File: src/hdl/bhcd_pkg.sv
package bhcd_pkg;

  // pwm counter top, duty is scaled to this
  localparam int unsigned PWM_TOP   = 800;
  localparam int unsigned TOP_W     = $clog2(PWM_TOP + 1);

  localparam int unsigned SAMPLE_W  = 10;
  localparam int unsigned HALL_W    = 3;
  localparam int unsigned PHASE_W   = 3;
  localparam int unsigned STAGE_W   = 3;
  localparam int unsigned CMP_W     = 10;
  localparam int unsigned CFG_IDX_W = 2;
  localparam int unsigned CFG_W     = 10;

  localparam int unsigned IN_DATA_W  = 16;
  localparam int unsigned OUT_DATA_W = 24;

  localparam logic [CFG_IDX_W-1:0] REG_ZERO_POINT = 2'd0;
  localparam logic [CFG_IDX_W-1:0] REG_FULL_POINT = 2'd1;
  localparam logic [CFG_IDX_W-1:0] REG_SPAN       = 2'd2;

  localparam logic CMD_THROTTLE = 1'b0;
  localparam logic CMD_HALL     = 1'b1;

  localparam logic [PHASE_W-1:0] PH_NONE = 3'b000;
  localparam logic [PHASE_W-1:0] PH_U    = 3'b001;
  localparam logic [PHASE_W-1:0] PH_V    = 3'b010;
  localparam logic [PHASE_W-1:0] PH_W    = 3'b100;

  localparam logic [STAGE_W-1:0] STAGE_OFF = 3'd6;

  localparam logic [SAMPLE_W-1:0] RST_ZERO_POINT = 10'd100;
  localparam logic [SAMPLE_W-1:0] RST_FULL_POINT = 10'd900;
  localparam logic [SAMPLE_W-1:0] RST_SPAN       = 10'd800;

  typedef struct packed {
    logic             done;
    logic [TOP_W-1:0] duty;
  } duty_res_t;

  typedef struct packed {
    logic               valid;
    logic [STAGE_W-1:0] stage;
  } hall_dec_t;

  function automatic hall_dec_t hall_to_stage(input logic [HALL_W-1:0] hall);
    hall_dec_t d;
    d.valid = 1'b1;
    case (hall)
      3'd1:    d.stage = 3'd1;
      3'd2:    d.stage = 3'd3;
      3'd3:    d.stage = 3'd2;
      3'd4:    d.stage = 3'd5;
      3'd5:    d.stage = 3'd0;
      3'd6:    d.stage = 3'd4;
      default: begin
        d.valid = 1'b0;
        d.stage = STAGE_OFF;
      end
    endcase
    return d;
  endfunction

  function automatic logic [PHASE_W-1:0] stage_high(input logic [STAGE_W-1:0] st);
    logic [PHASE_W-1:0] p;
    case (st)
      3'd0, 3'd1: p = PH_U;
      3'd2, 3'd3: p = PH_V;
      3'd4, 3'd5: p = PH_W;
      default:    p = PH_NONE;
    endcase
    return p;
  endfunction

  function automatic logic [PHASE_W-1:0] stage_low(input logic [STAGE_W-1:0] st);
    logic [PHASE_W-1:0] p;
    case (st)
      3'd0, 3'd5: p = PH_V;
      3'd1, 3'd2: p = PH_W;
      3'd3, 3'd4: p = PH_U;
      default:    p = PH_NONE;
    endcase
    return p;
  endfunction

endpackage

File: src/hdl/bhcd_duty.sv
module bhcd_duty (
  input  logic                          clk,
  input  logic                          rst_n,
  input  logic                          start,
  input  logic [bhcd_pkg::SAMPLE_W-1:0] excess,
  input  logic [bhcd_pkg::SAMPLE_W-1:0] span,
  output bhcd_pkg::duty_res_t           res
);
  import bhcd_pkg::*;

  localparam int unsigned PROD_W = SAMPLE_W + TOP_W;
  localparam int unsigned CNT_W  = $clog2(TOP_W + 1);

  typedef enum logic [2:0] {
    D_IDLE,
    D_MUL,
    D_CHK,
    D_STEP,
    D_DONE
  } dstate_t;

  dstate_t             state_r, state_nxt;
  logic [SAMPLE_W-1:0] excess_r, excess_nxt;
  logic [SAMPLE_W-1:0] span_r, span_nxt;
  logic [PROD_W-1:0]   prod_r, prod_nxt;
  logic [SAMPLE_W-1:0] rem_r, rem_nxt;
  logic [TOP_W-1:0]    lo_r, lo_nxt;
  logic [TOP_W-1:0]    quo_r, quo_nxt;
  logic [CNT_W-1:0]    cnt_r, cnt_nxt;
  logic                ovf_r, ovf_nxt;
  logic [SAMPLE_W:0]   trial;
  logic                qbit;

  // one quotient bit a cycle, remainder stays below span
  assign trial = {rem_r, lo_r[TOP_W-1]};
  assign qbit  = (trial >= {1'b0, span_r});

  always_comb begin
    state_nxt  = state_r;
    excess_nxt = excess_r;
    span_nxt   = span_r;
    prod_nxt   = prod_r;
    rem_nxt    = rem_r;
    lo_nxt     = lo_r;
    quo_nxt    = quo_r;
    cnt_nxt    = cnt_r;
    ovf_nxt    = ovf_r;
    case (state_r)
      D_IDLE: begin
        if (start) begin
          excess_nxt = excess;
          span_nxt   = span;
          ovf_nxt    = 1'b0;
          state_nxt  = D_MUL;
        end
      end
      D_MUL: begin
        prod_nxt  = PROD_W'(excess_r) * PROD_W'(PWM_TOP);
        state_nxt = D_CHK;
      end
      D_CHK: begin
        // top part not below span means the quotient overflows the top anyway
        if (prod_r[PROD_W-1 -: SAMPLE_W] >= span_r) begin
          ovf_nxt   = 1'b1;
          state_nxt = D_DONE;
        end else begin
          rem_nxt   = prod_r[PROD_W-1 -: SAMPLE_W];
          lo_nxt    = prod_r[TOP_W-1:0];
          quo_nxt   = '0;
          cnt_nxt   = CNT_W'(TOP_W);
          state_nxt = D_STEP;
        end
      end
      D_STEP: begin
        rem_nxt = qbit ? SAMPLE_W'(trial - {1'b0, span_r}) : trial[SAMPLE_W-1:0];
        quo_nxt = {quo_r[TOP_W-2:0], qbit};
        lo_nxt  = {lo_r[TOP_W-2:0], 1'b0};
        cnt_nxt = cnt_r - CNT_W'(1);
        if (cnt_r == CNT_W'(1)) begin
          state_nxt = D_DONE;
        end
      end
      D_DONE: begin
        state_nxt = D_IDLE;
      end
      default: begin
        state_nxt = D_IDLE;
      end
    endcase
  end

  always_ff @(posedge clk) begin
    if (!rst_n) begin
      state_r <= D_IDLE;
      ovf_r   <= 1'b0;
      cnt_r   <= '0;
    end else begin
      state_r <= state_nxt;
      ovf_r   <= ovf_nxt;
      cnt_r   <= cnt_nxt;
    end
    excess_r <= excess_nxt;
    span_r   <= span_nxt;
    prod_r   <= prod_nxt;
    rem_r    <= rem_nxt;
    lo_r     <= lo_nxt;
    quo_r    <= quo_nxt;
  end

  assign res.done = (state_r == D_DONE);
  assign res.duty = (ovf_r || (quo_r >= TOP_W'(PWM_TOP))) ? TOP_W'(PWM_TOP) : quo_r;

endmodule

File: src/hdl/bldc_hall_commutation_duty_unit.sv
// hall items and throttle items at or below the zero point, at or above the
// full point or with zero span: result passes the emit state to the output
// register; other throttle items first go through the multiply step and the
// bit-serial divider (one quotient bit per cycle over the compare width)
// one item at a time; the next input is taken as soon as the result is registered
// reset (synchronous, rst_n low): drive off, switches off, compare at top, registers to defaults
module bldc_hall_commutation_duty_unit (
  input  logic                              clk,
  input  logic                              rst_n,
  input  logic                              in_tvalid,
  output logic                              in_tready,
  // [9:0] throttle_sample, [12:10] hall_bits, [15:13] zero
  input  logic [bhcd_pkg::IN_DATA_W-1:0]    in_tdata,
  // [0] cmd
  input  logic                              in_tuser,
  output logic                              out_tvalid,
  input  logic                              out_tready,
  // [2:0] high_phase, [5:3] low_phase, [15:6] compare_value,
  // [18:16] commutation_stage, [19] drive_on, [23:20] zero
  output logic [bhcd_pkg::OUT_DATA_W-1:0]   out_tdata,
  input  logic                              cfg_valid,
  output logic                              cfg_ready,
  input  logic [bhcd_pkg::CFG_IDX_W-1:0]    cfg_index,
  input  logic [bhcd_pkg::CFG_W-1:0]        cfg_data
);
  import bhcd_pkg::*;

  typedef enum logic [1:0] {
    ST_IDLE,
    ST_DIV,
    ST_EMIT
  } state_t;

  state_t               state_r, state_nxt;
  logic [SAMPLE_W-1:0]  zero_r, zero_nxt;
  logic [SAMPLE_W-1:0]  full_r, full_nxt;
  logic [SAMPLE_W-1:0]  span_r, span_nxt;
  logic                 drive_r, drive_nxt;
  logic [CMP_W-1:0]     cmp_r, cmp_nxt;
  logic [PHASE_W-1:0]   high_r, high_nxt;
  logic [PHASE_W-1:0]   low_r, low_nxt;
  logic [STAGE_W-1:0]   stage_r, stage_nxt;
  logic                 out_valid_r, out_valid_nxt;
  logic [OUT_DATA_W-1:0] out_data_r, out_data_nxt;

  logic                 in_xfer;
  logic                 cmd;
  logic [SAMPLE_W-1:0]  sample;
  logic [HALL_W-1:0]    hall;
  hall_dec_t            hdec;
  logic                 div_start;
  logic [SAMPLE_W-1:0]  excess;
  duty_res_t            dres;

  assign sample    = in_tdata[SAMPLE_W-1:0];
  assign hall      = in_tdata[SAMPLE_W +: HALL_W];
  assign cmd       = in_tuser;
  assign hdec      = hall_to_stage(hall);
  assign in_tready = (state_r == ST_IDLE);
  assign in_xfer   = in_tvalid && in_tready;
  assign cfg_ready = 1'b1;
  assign excess    = sample - zero_r;

  assign div_start = in_xfer && (cmd == CMD_THROTTLE) && (sample > zero_r) &&
                     (sample < full_r) && (span_r != '0);

  bhcd_duty u_duty (
    .clk    (clk),
    .rst_n  (rst_n),
    .start  (div_start),
    .excess (excess),
    .span   (span_r),
    .res    (dres)
  );

  always_comb begin
    state_nxt     = state_r;
    zero_nxt      = zero_r;
    full_nxt      = full_r;
    span_nxt      = span_r;
    drive_nxt     = drive_r;
    cmp_nxt       = cmp_r;
    high_nxt      = high_r;
    low_nxt       = low_r;
    stage_nxt     = stage_r;
    out_valid_nxt = out_valid_r;
    out_data_nxt  = out_data_r;

    if (out_valid_r && out_tready) begin
      out_valid_nxt = 1'b0;
    end

    if (cfg_valid) begin
      case (cfg_index)
        REG_ZERO_POINT: zero_nxt = cfg_data[SAMPLE_W-1:0];
        REG_FULL_POINT: full_nxt = cfg_data[SAMPLE_W-1:0];
        REG_SPAN:       span_nxt = cfg_data[SAMPLE_W-1:0];
        default:        ;
      endcase
    end

    case (state_r)
      ST_IDLE: begin
        if (in_xfer) begin
          state_nxt = ST_EMIT;
          if (cmd == CMD_HALL) begin
            if (drive_r && hdec.valid) begin
              high_nxt  = stage_high(hdec.stage);
              low_nxt   = stage_low(hdec.stage);
              stage_nxt = hdec.stage;
            end else begin
              high_nxt  = PH_NONE;
              low_nxt   = PH_NONE;
              stage_nxt = STAGE_OFF;
            end
          end else if (sample > zero_r) begin
            // drive starts here: pattern comes from the hall bits of this item
            if (!drive_r) begin
              drive_nxt = 1'b1;
              if (hdec.valid) begin
                high_nxt  = stage_high(hdec.stage);
                low_nxt   = stage_low(hdec.stage);
                stage_nxt = hdec.stage;
              end else begin
                high_nxt  = PH_NONE;
                low_nxt   = PH_NONE;
                stage_nxt = STAGE_OFF;
              end
            end
            if (div_start) begin
              state_nxt = ST_DIV;
            end else begin
              cmp_nxt = '0;
            end
          end else begin
            drive_nxt = 1'b0;
            cmp_nxt   = CMP_W'(PWM_TOP);
            high_nxt  = PH_NONE;
            low_nxt   = PH_NONE;
            stage_nxt = STAGE_OFF;
          end
        end
      end
      ST_DIV: begin
        if (dres.done) begin
          cmp_nxt   = CMP_W'(TOP_W'(PWM_TOP) - dres.duty);
          state_nxt = ST_EMIT;
        end
      end
      ST_EMIT: begin
        if (!out_valid_r || out_tready) begin
          out_valid_nxt = 1'b1;
          out_data_nxt  = OUT_DATA_W'({drive_r, stage_r, cmp_r, low_r, high_r});
          state_nxt     = ST_IDLE;
        end
      end
      default: begin
        state_nxt = ST_IDLE;
      end
    endcase
  end

  always_ff @(posedge clk) begin
    if (!rst_n) begin
      state_r     <= ST_IDLE;
      zero_r      <= RST_ZERO_POINT;
      full_r      <= RST_FULL_POINT;
      span_r      <= RST_SPAN;
      drive_r     <= 1'b0;
      cmp_r       <= CMP_W'(PWM_TOP);
      high_r      <= PH_NONE;
      low_r       <= PH_NONE;
      stage_r     <= STAGE_OFF;
      out_valid_r <= 1'b0;
    end else begin
      state_r     <= state_nxt;
      zero_r      <= zero_nxt;
      full_r      <= full_nxt;
      span_r      <= span_nxt;
      drive_r     <= drive_nxt;
      cmp_r       <= cmp_nxt;
      high_r      <= high_nxt;
      low_r       <= low_nxt;
      stage_r     <= stage_nxt;
      out_valid_r <= out_valid_nxt;
    end
    out_data_r <= out_data_nxt;
  end

  assign out_tvalid = out_valid_r;
  assign out_tdata  = out_data_r;

endmodule

File: config.mk
export PLATFORM = sky130hd
export DESIGN_NAME = bldc_hall_commutation_duty_unit
export DESIGN_NICKNAME = d
export VERILOG_FILES = /design/src/hdl/bhcd_pkg.sv /design/src/hdl/bhcd_duty.sv /design/src/hdl/bldc_hall_commutation_duty_unit.sv
export SDC_FILE = /design/constraint.sdc
export NUM_CORES = 1
export LEC_CHECK = 0
export BUFFER_PORTS_ARGS = -buffer_cell sky130_fd_sc_hd__buf_2
export CORE_MARGIN = 4
export CORE_UTILIZATION = 55
export CTS_CLUSTER_SIZE = 25
export DETAILED_ROUTE_END_ITERATION = 12
export PLACE_DENSITY = 0.78
export SYNTH_ARGS = -nofsm -noshare
export SYNTH_HDL_FRONTEND = slang
export SYNTH_SLANG_ARGS = --single-unit
File: constraint.sdc
create_clock -name clk -period 6.9 [get_ports clk]
set_input_delay 0.345 -clock clk [delete_from_list [all_inputs] [get_ports clk]]
set_output_delay 0.345 -clock clk [all_outputs]
set_load 0.02 [all_outputs]
==> summary.md, run 1 <==
| Metric | Value |
|---|---|
| Worst Skew | 0.00809 ns |
| TritonCTS clock tree | yes |
| Post-DP HPWL | 12200 um |
| Top post-synthesis cells by count | 101 x nand2_1, 80 x edfxtp_1, 77 x ha_1 |
| Total Power | 2.21 mW |
| Global route hottest layer | met2 |
| Hold_ws | 0.198 ns |
| Initial DRT Pass Iterations | 5 |
| Clock transition at path regs | 0.06 ns |
| Cell variety after synth | 76 |
| Setup Buffers After CTS | 0 |
| Global-route wire length before repair | 27800 um |
| Synth Register Bits | 141 |
| Fillers | 1118 |
| GRT Total Usage | 21.3% |
| Residual DRC | 0 |
| DP Cell Count | 1008 |
| Clk_lat worst skew | 0.42 ns |
| Critical path type | reg2reg |
| Met2 Track Usage GR | 34.1% |
| Area grow syn2layout | 12.0% |
| Met1 GRT Util | 28.1% |
| GRT overflow | 0 |
| Routed Wire Length | 16900 um |
| Clk sinks | 141 |
| Num CTS Buffers | 17 |
| Post_cts resized | 0 |
| Largest net degree at the start of global routing | 38 |
| Initial DRC count | 406 |
| Slew @ Worst Pin | 1.25 ns |
| Total Die Area | 16500 um2 |
| Vias in the first global route | 5722 |
| Pleak | 3.77 nW |
| Area of the multi-input gates | 3980 um2 |
| Pre-CTS setup slack | 3.24 ns |
| Slew margin rel. | 16.8% |
| WL/cell | 16.2 um |
| Critical Path Sink Type | flip-flop |
| Post-synth EDFFs | 80 |
| Rows | 43 |
| Placer Congestion | 0.855 |
| CP startpoint kind | flip-flop |
| Fraction of layout cells with a size suffix above 1 | 11.9% |
| Post-Syn Area | 7970 um2 |
| Die H | 128 um |
| Met3 Resource Use GR | 4.28% |
| Cts hold-fix bufs | 0 |
| CTS root buffer | clkbuf_16 |
| Final WS setup | 3.23 ns |
| Final antenna-violating net count | 0 |
| Async SR Flop Fraction | 0% |
| Syn avg cell area | 9.96 um2 |
| RSZ-0062 raised after global routing | no |
| Largest cells by area after synthesis | edfxtp_1 30%, dfxtp_1 15%, ha_1 12% |
| # setup viols final | 0 |
| Fmax | 272 MHz |
| Total number of vias | 6063 |
| Initial antenna violation count | 0 |
| Worst Hold Class | in2reg |
| FF/Latch Area | 3620 um2 |
| WP data required | 7.07 ns |
| Post-DP Area | 8340 um2 |
| Final nets | 965 |
| Sequential element share of the synthesized area | 45.5% |
| Most common cell in the netlist | nand2_1 |
| Status | finished clean |
| Vias per inst | 5.83 |
| Core Area | 14000 um2 |
| Crit-path max FO | 3 |
| TNS Setup | 0 ns |
| Final min period | 3.67 ns |
| Power Density | 248 nW/um2 |
| H-tree depth | 4 |
| IO Pins | 61 |
| Yosys Warn Count | 0 |
| # port buffers | 52 |
| Diode count | 0 |
| Fin crit share | 53.2% |
| Area share of the largest cell type after synthesis | 30.1% |
| Post-route non-filler standard cell count | 1040 |
| Synth area leader | edfxtp_1 |
| CP arrival | 3.84 ns |
| Main synth FF type | edfxtp_1 |
| Final Hold Viols | 0 |
| Synth Instances | 800 |
| Clk buf depth | 2 |
| Final Util | 63.6% |
| Max-slew violation count | 0 |
| Die X | 128 um |
| Max Cap Viol | 0 |
| Cell area after layout | 8930 um2 |
| Peak supply drop | 0.147 mV |
| Initial Util | 56.8% |
[layout by cell type (no fill, tap or decap), types with 18 or more instances in the layout]
cell,count
nand2_1,101
edfxtp_1,80
ha_1,77
inv_1,62
dfxtp_1,61
a21oi_1,53
buf_2,52
nor2_1,47
nand3_1,28
o21ai_0,22
nor3_1,19
o211ai_1,18
clkbuf_16,18
[per-layer routing]
layer | vias up | share of wire [%]
met5 | - | 0
met3 | 43 | 5.4
met1 | 2825 | 44
met4 | 0 | 3.1
met2 | 194 | 48
li1 | 3001 | -
[worst paths after layout]
check,startpoint,to,slack (ns),cells after the start
setup / recovery,u_duty.excess_r[2]$_DFFE_PP_,u_duty.prod_r[19]$_DFFE_PN_,3.23,10
hold / removal,cfg_data[5],full_r[5]$_SDFFE_PN0P_,0.20,3
setup reg to reg,u_duty.excess_r[2]$_DFFE_PP_,u_duty.prod_r[19]$_DFFE_PN_,3.23,10
hold reg to reg,low_r[2]$_SDFFE_PN0P_,out_tdata[5]$_DFFE_PP_,0.43,0
[flip-flops by register name, indices dropped and copies added, names as in the netlist, 4 cells and up]
name and flops:
out_tdata 20, u_duty.prod_r 15, cmp_r 10, full_r 10, span_r 10, u_duty.excess_r 10
u_duty.quo_r 10, u_duty.rem_r 10, u_duty.span_r 10, zero_r 10, u_duty.lo_r 5, u_duty.cnt_r 4
[report_power, final]
group	total, mW	internal (mW)	switching [mW]
registers	0.959	0.938	0.0215
logic	0.348	0.137	0.211
clock network	0.904	0.553	0.350
[kinds of logic after synthesis]
family	after synthesis	synth area share (%)
fa+ha+maj	84	13.8
mux	3	0.392
flops	141	45.5
simple gates	269	16.3
xor+xnor	20	2.20
other cells	2	0.0942
compound gates	189	16.8
buf+inv	92	4.91
[worst max-delay path: stages (launching register included)]
cell	delay, ns
edfxtp_1	0.43
ha_1	0.35
ha_1	0.32
fa_1	0.46
ha_1	0.35
a21o_1	0.19
a21oi_1	0.22
o21ai_0	0.14
or4_1	0.44
a2111o_1	0.39
o211a_1	0.14
[area by class of cell]
cell class | count | area share [%]
Clock inverter | 13 | 1.53
Inverter | 63 | 2.65
Sequential cell | 141 | 40.6
Multi-Input combinational cell | 570 | 44.5
Timing Repair Buffer | 54 | 3.08
Tap cell | 180 | 2.52
Clock buffer | 19 | 5.09
Power figures use the tool's default switching activity.
==> run 2: changes to the inputs <==
--- a/config.mk
+++ b/config.mk
@@ -10,7 +10,7 @@
 export CORE_UTILIZATION = 55
 export CTS_CLUSTER_SIZE = 25
 export DETAILED_ROUTE_END_ITERATION = 12
-export PLACE_DENSITY = 0.78
+export PLACE_DENSITY = 0.81
 export SYNTH_ARGS = -nofsm -noshare
 export SYNTH_HDL_FRONTEND = slang
 export SYNTH_SLANG_ARGS = --single-unit
==> constraint.sdc (replaced) <==
create_clock -name clk -period 3.04 [get_ports clk]
set_input_delay 0.152 -clock clk [delete_from_list [all_inputs] [get_ports clk]]
set_output_delay 0.152 -clock clk [all_outputs]
set_load 0.02 [all_outputs]
==> run 2 against run 1 <==
The flow now finishes with violations (negative setup slack). Hold slack got worse by 0.18 ns. Fmax increased by 7.4%. Sequential power increased by 130%. Power increased by 140%. Non-clock buffer count increased by 33. Register-to-register slack got worse by 3.6 ns. Count of clock-buffer cells in the layout increased by 3. Sequential share of layout area decreased by 1.9 points. Critical path type unchanged. Critical endpoint unchanged. Largest cell class unchanged.
==> summary.md, run 2 (synthesis results as in run 1) <==
| Metric | Value |
|---|---|
| Largest register FFs | 20 |
| Final antenna-violating net count | 0 |
| Diode count | 0 |
| Final min period | 3.42 ns |
| Failing checks | negative setup slack |
| TritonCTS clock tree | yes |
| Total Die Area | 16500 um2 |
| Area grow syn2layout | 17.6% |
| Worst Hold Class | in2reg |
| Total number of vias | 6419 |
| Clock transition at path regs | 0.06 ns |
| Pleak | 3.95 nW |
| Commonest non-fill, non-tap cell in the layout | nand2_1 |
| Power Density | 556 nW/um2 |
| GRT overflow | 0 |
| GRT Total Usage | 22.5% |
| Final WS setup | -0.378 ns |
| CP delay by family, top | adder cells |
| Post-DP HPWL | 12700 um |
| Clk buf depth | 2 |
| Slew margin rel. | 32.5% |
| RSZ-0062 raised after global routing | yes |
| Clk sinks | 141 |
| CP max stage cell | edfxtp_1 |
| Routed Wire Length | 18900 um |
| Crit-path cells | buf_4 -> ha_1 -> ha_1 -> ha_1 -> fa_2 -> a21o_1 -> a21oi_2 -> o21ai_2 -> or4_4 -> a2111o_1 -> o211a_1 |
| H-tree depth | 4 |
| Largest net degree at the start of global routing | 38 |
| Crit path buffers/inverters | 1 |
| Final nets | 998 |
| Core Area | 14000 um2 |
| Post-route non-filler standard cell count | 1073 |
| Fmax | 293 MHz |
| WP data required | 3.22 ns |
| Residual DRC | 0 |
| # port buffers | 52 |
| Initial DRT Pass Iterations | 5 |
| Fin crit share | 112% |
| Clk_lat worst skew | 0.42 ns |
| Slowest stage delay, CP | 0.45 ns |
| Fraction of layout cells with a size suffix above 1 | 16.8% |
| DP Cell Count | 1031 |
| Die H | 128 um |
| Fillers | 992 |
| Final Hold Viols | 0 |
| Placer Congestion | 0.940 |
| Max Cap Viol | 0 |
| Max-slew violation count | 0 |
| # setup viols final | 4 |
| CP startpoint kind | flip-flop |
| CP arrival | 3.60 ns |
| Num CTS Buffers | 17 |
| Global-route wire length before repair | 29500 um |
| Initial antenna violation count | 0 |
| Initial DRC count | 451 |
| Crit-path max FO | 2 |
| Rows | 43 |
| Cell area after layout | 9370 um2 |
| Slew @ Worst Pin | 1.01 ns |
| Vias in the first global route | 6112 |
| Worst Skew | 0.00685 ns |
| Critical path type | reg2reg |
| CTS root buffer | clkbuf_16 |
| Initial Util | 56.8% |
| Final Util | 66.7% |
| Peak supply drop | 0.495 mV |
| Status | finished, violations left |
| WL/cell | 17.6 um |
| IO Pins | 61 |
| Post-DP Area | 8550 um2 |
| Critical Path Sink Type | flip-flop |
| Pre-CTS setup slack | -0.345 ns |
| Die X | 128 um |
| Critical path's most frequent cell | ha_1 |
| Commonest cells after routing, fill and taps aside | 98 x nand2_1, 80 x edfxtp_1, 67 x ha_1 |
| Vias per inst | 5.98 |
## run 2: changes by cell type in the layout (fill, tap and decap cells not counted), sizes merged
cell,delta
clkinvlp,-3
inv,-1
clkinv,+1
dlygate4sd3,+5
clkbuf,+3
buf,+28
## run 2: through the flow
step / power (mW) / setup TNS [ns] / hold WS, ns
2_1_floorplan: 2.81 / -0.227 / 0.276
5_1_grt: 5.42 / -1.51 / 0.0269
3_5_place_dp: 3.06 / -0.565 / 0.421
6_report: 5.21 / -1.01 / 0.0169
4_1_cts: 5.11 / -0.393 / 0.0000106
3_3_place_gp: 3.03 / -0.334 / 0.416
## run 2: area by class of cell
class | count | area, um2 | share of cell area [%]
clock buffer | 22 | 465 | 4.97
timing repair buffer | 87 | 563 | 6.01
multi-input combinational | 570 | 4150 | 44.3
clock inverter | 10 | 111 | 1.19
sequential | 141 | 3620 | 38.7
tap | 180 | 225 | 2.40
inverter | 63 | 236 | 2.52
## run 2: worst min-delay path, cell delays in order
cell     delay [ns]
buf_2          0.13
nand2_1        0.06
a21oi_1        0.05
## run 2: layer usage
metal,vias up,share of wire [%],GRT usage [%]
met2,242,49,37.1
met3,49,5.9,4.57
met4,0,3.1,10.3
met5,-,0,0
li1,3070,-,-
met1,3058,42,28.8
## run 2: path summary, 6_finish.rpt
| kind | start | end | slack, ns | depth (start not counted) |
|---|---|---|---|---|
| setup / recovery | u_duty.excess_r[1]$_DFFE_PP_ | u_duty.prod_r[19]$_DFFE_PN_ | -0.38 | 11 |
| hold / removal | cfg_data[6] | full_r[6]$_SDFFE_PN0P_ | 0.02 | 3 |
| setup reg to reg | u_duty.excess_r[1]$_DFFE_PP_ | u_duty.prod_r[19]$_DFFE_PN_ | -0.38 | 11 |
| hold reg to reg | high_r[0]$_SDFFE_PN0P_ | out_tdata[0]$_DFFE_PP_ | 0.43 | 0 |
## run 2: power by group
group	switching [mW]	leakage, nW	internal (mW)
combinational	0.559	2.45	0.436
clock	0.782	0.285	1.25
sequential	0.0523	1.22	2.13
## run 2: what timing repair did
item,4_1_cts,5_1_grt
hold buffers,5,0
resized for setup,10,16
pin swaps,3,15
endpoints found under the setup margin,4,4
endpoints found under the hold margin,5,0
setup buffers,0,5
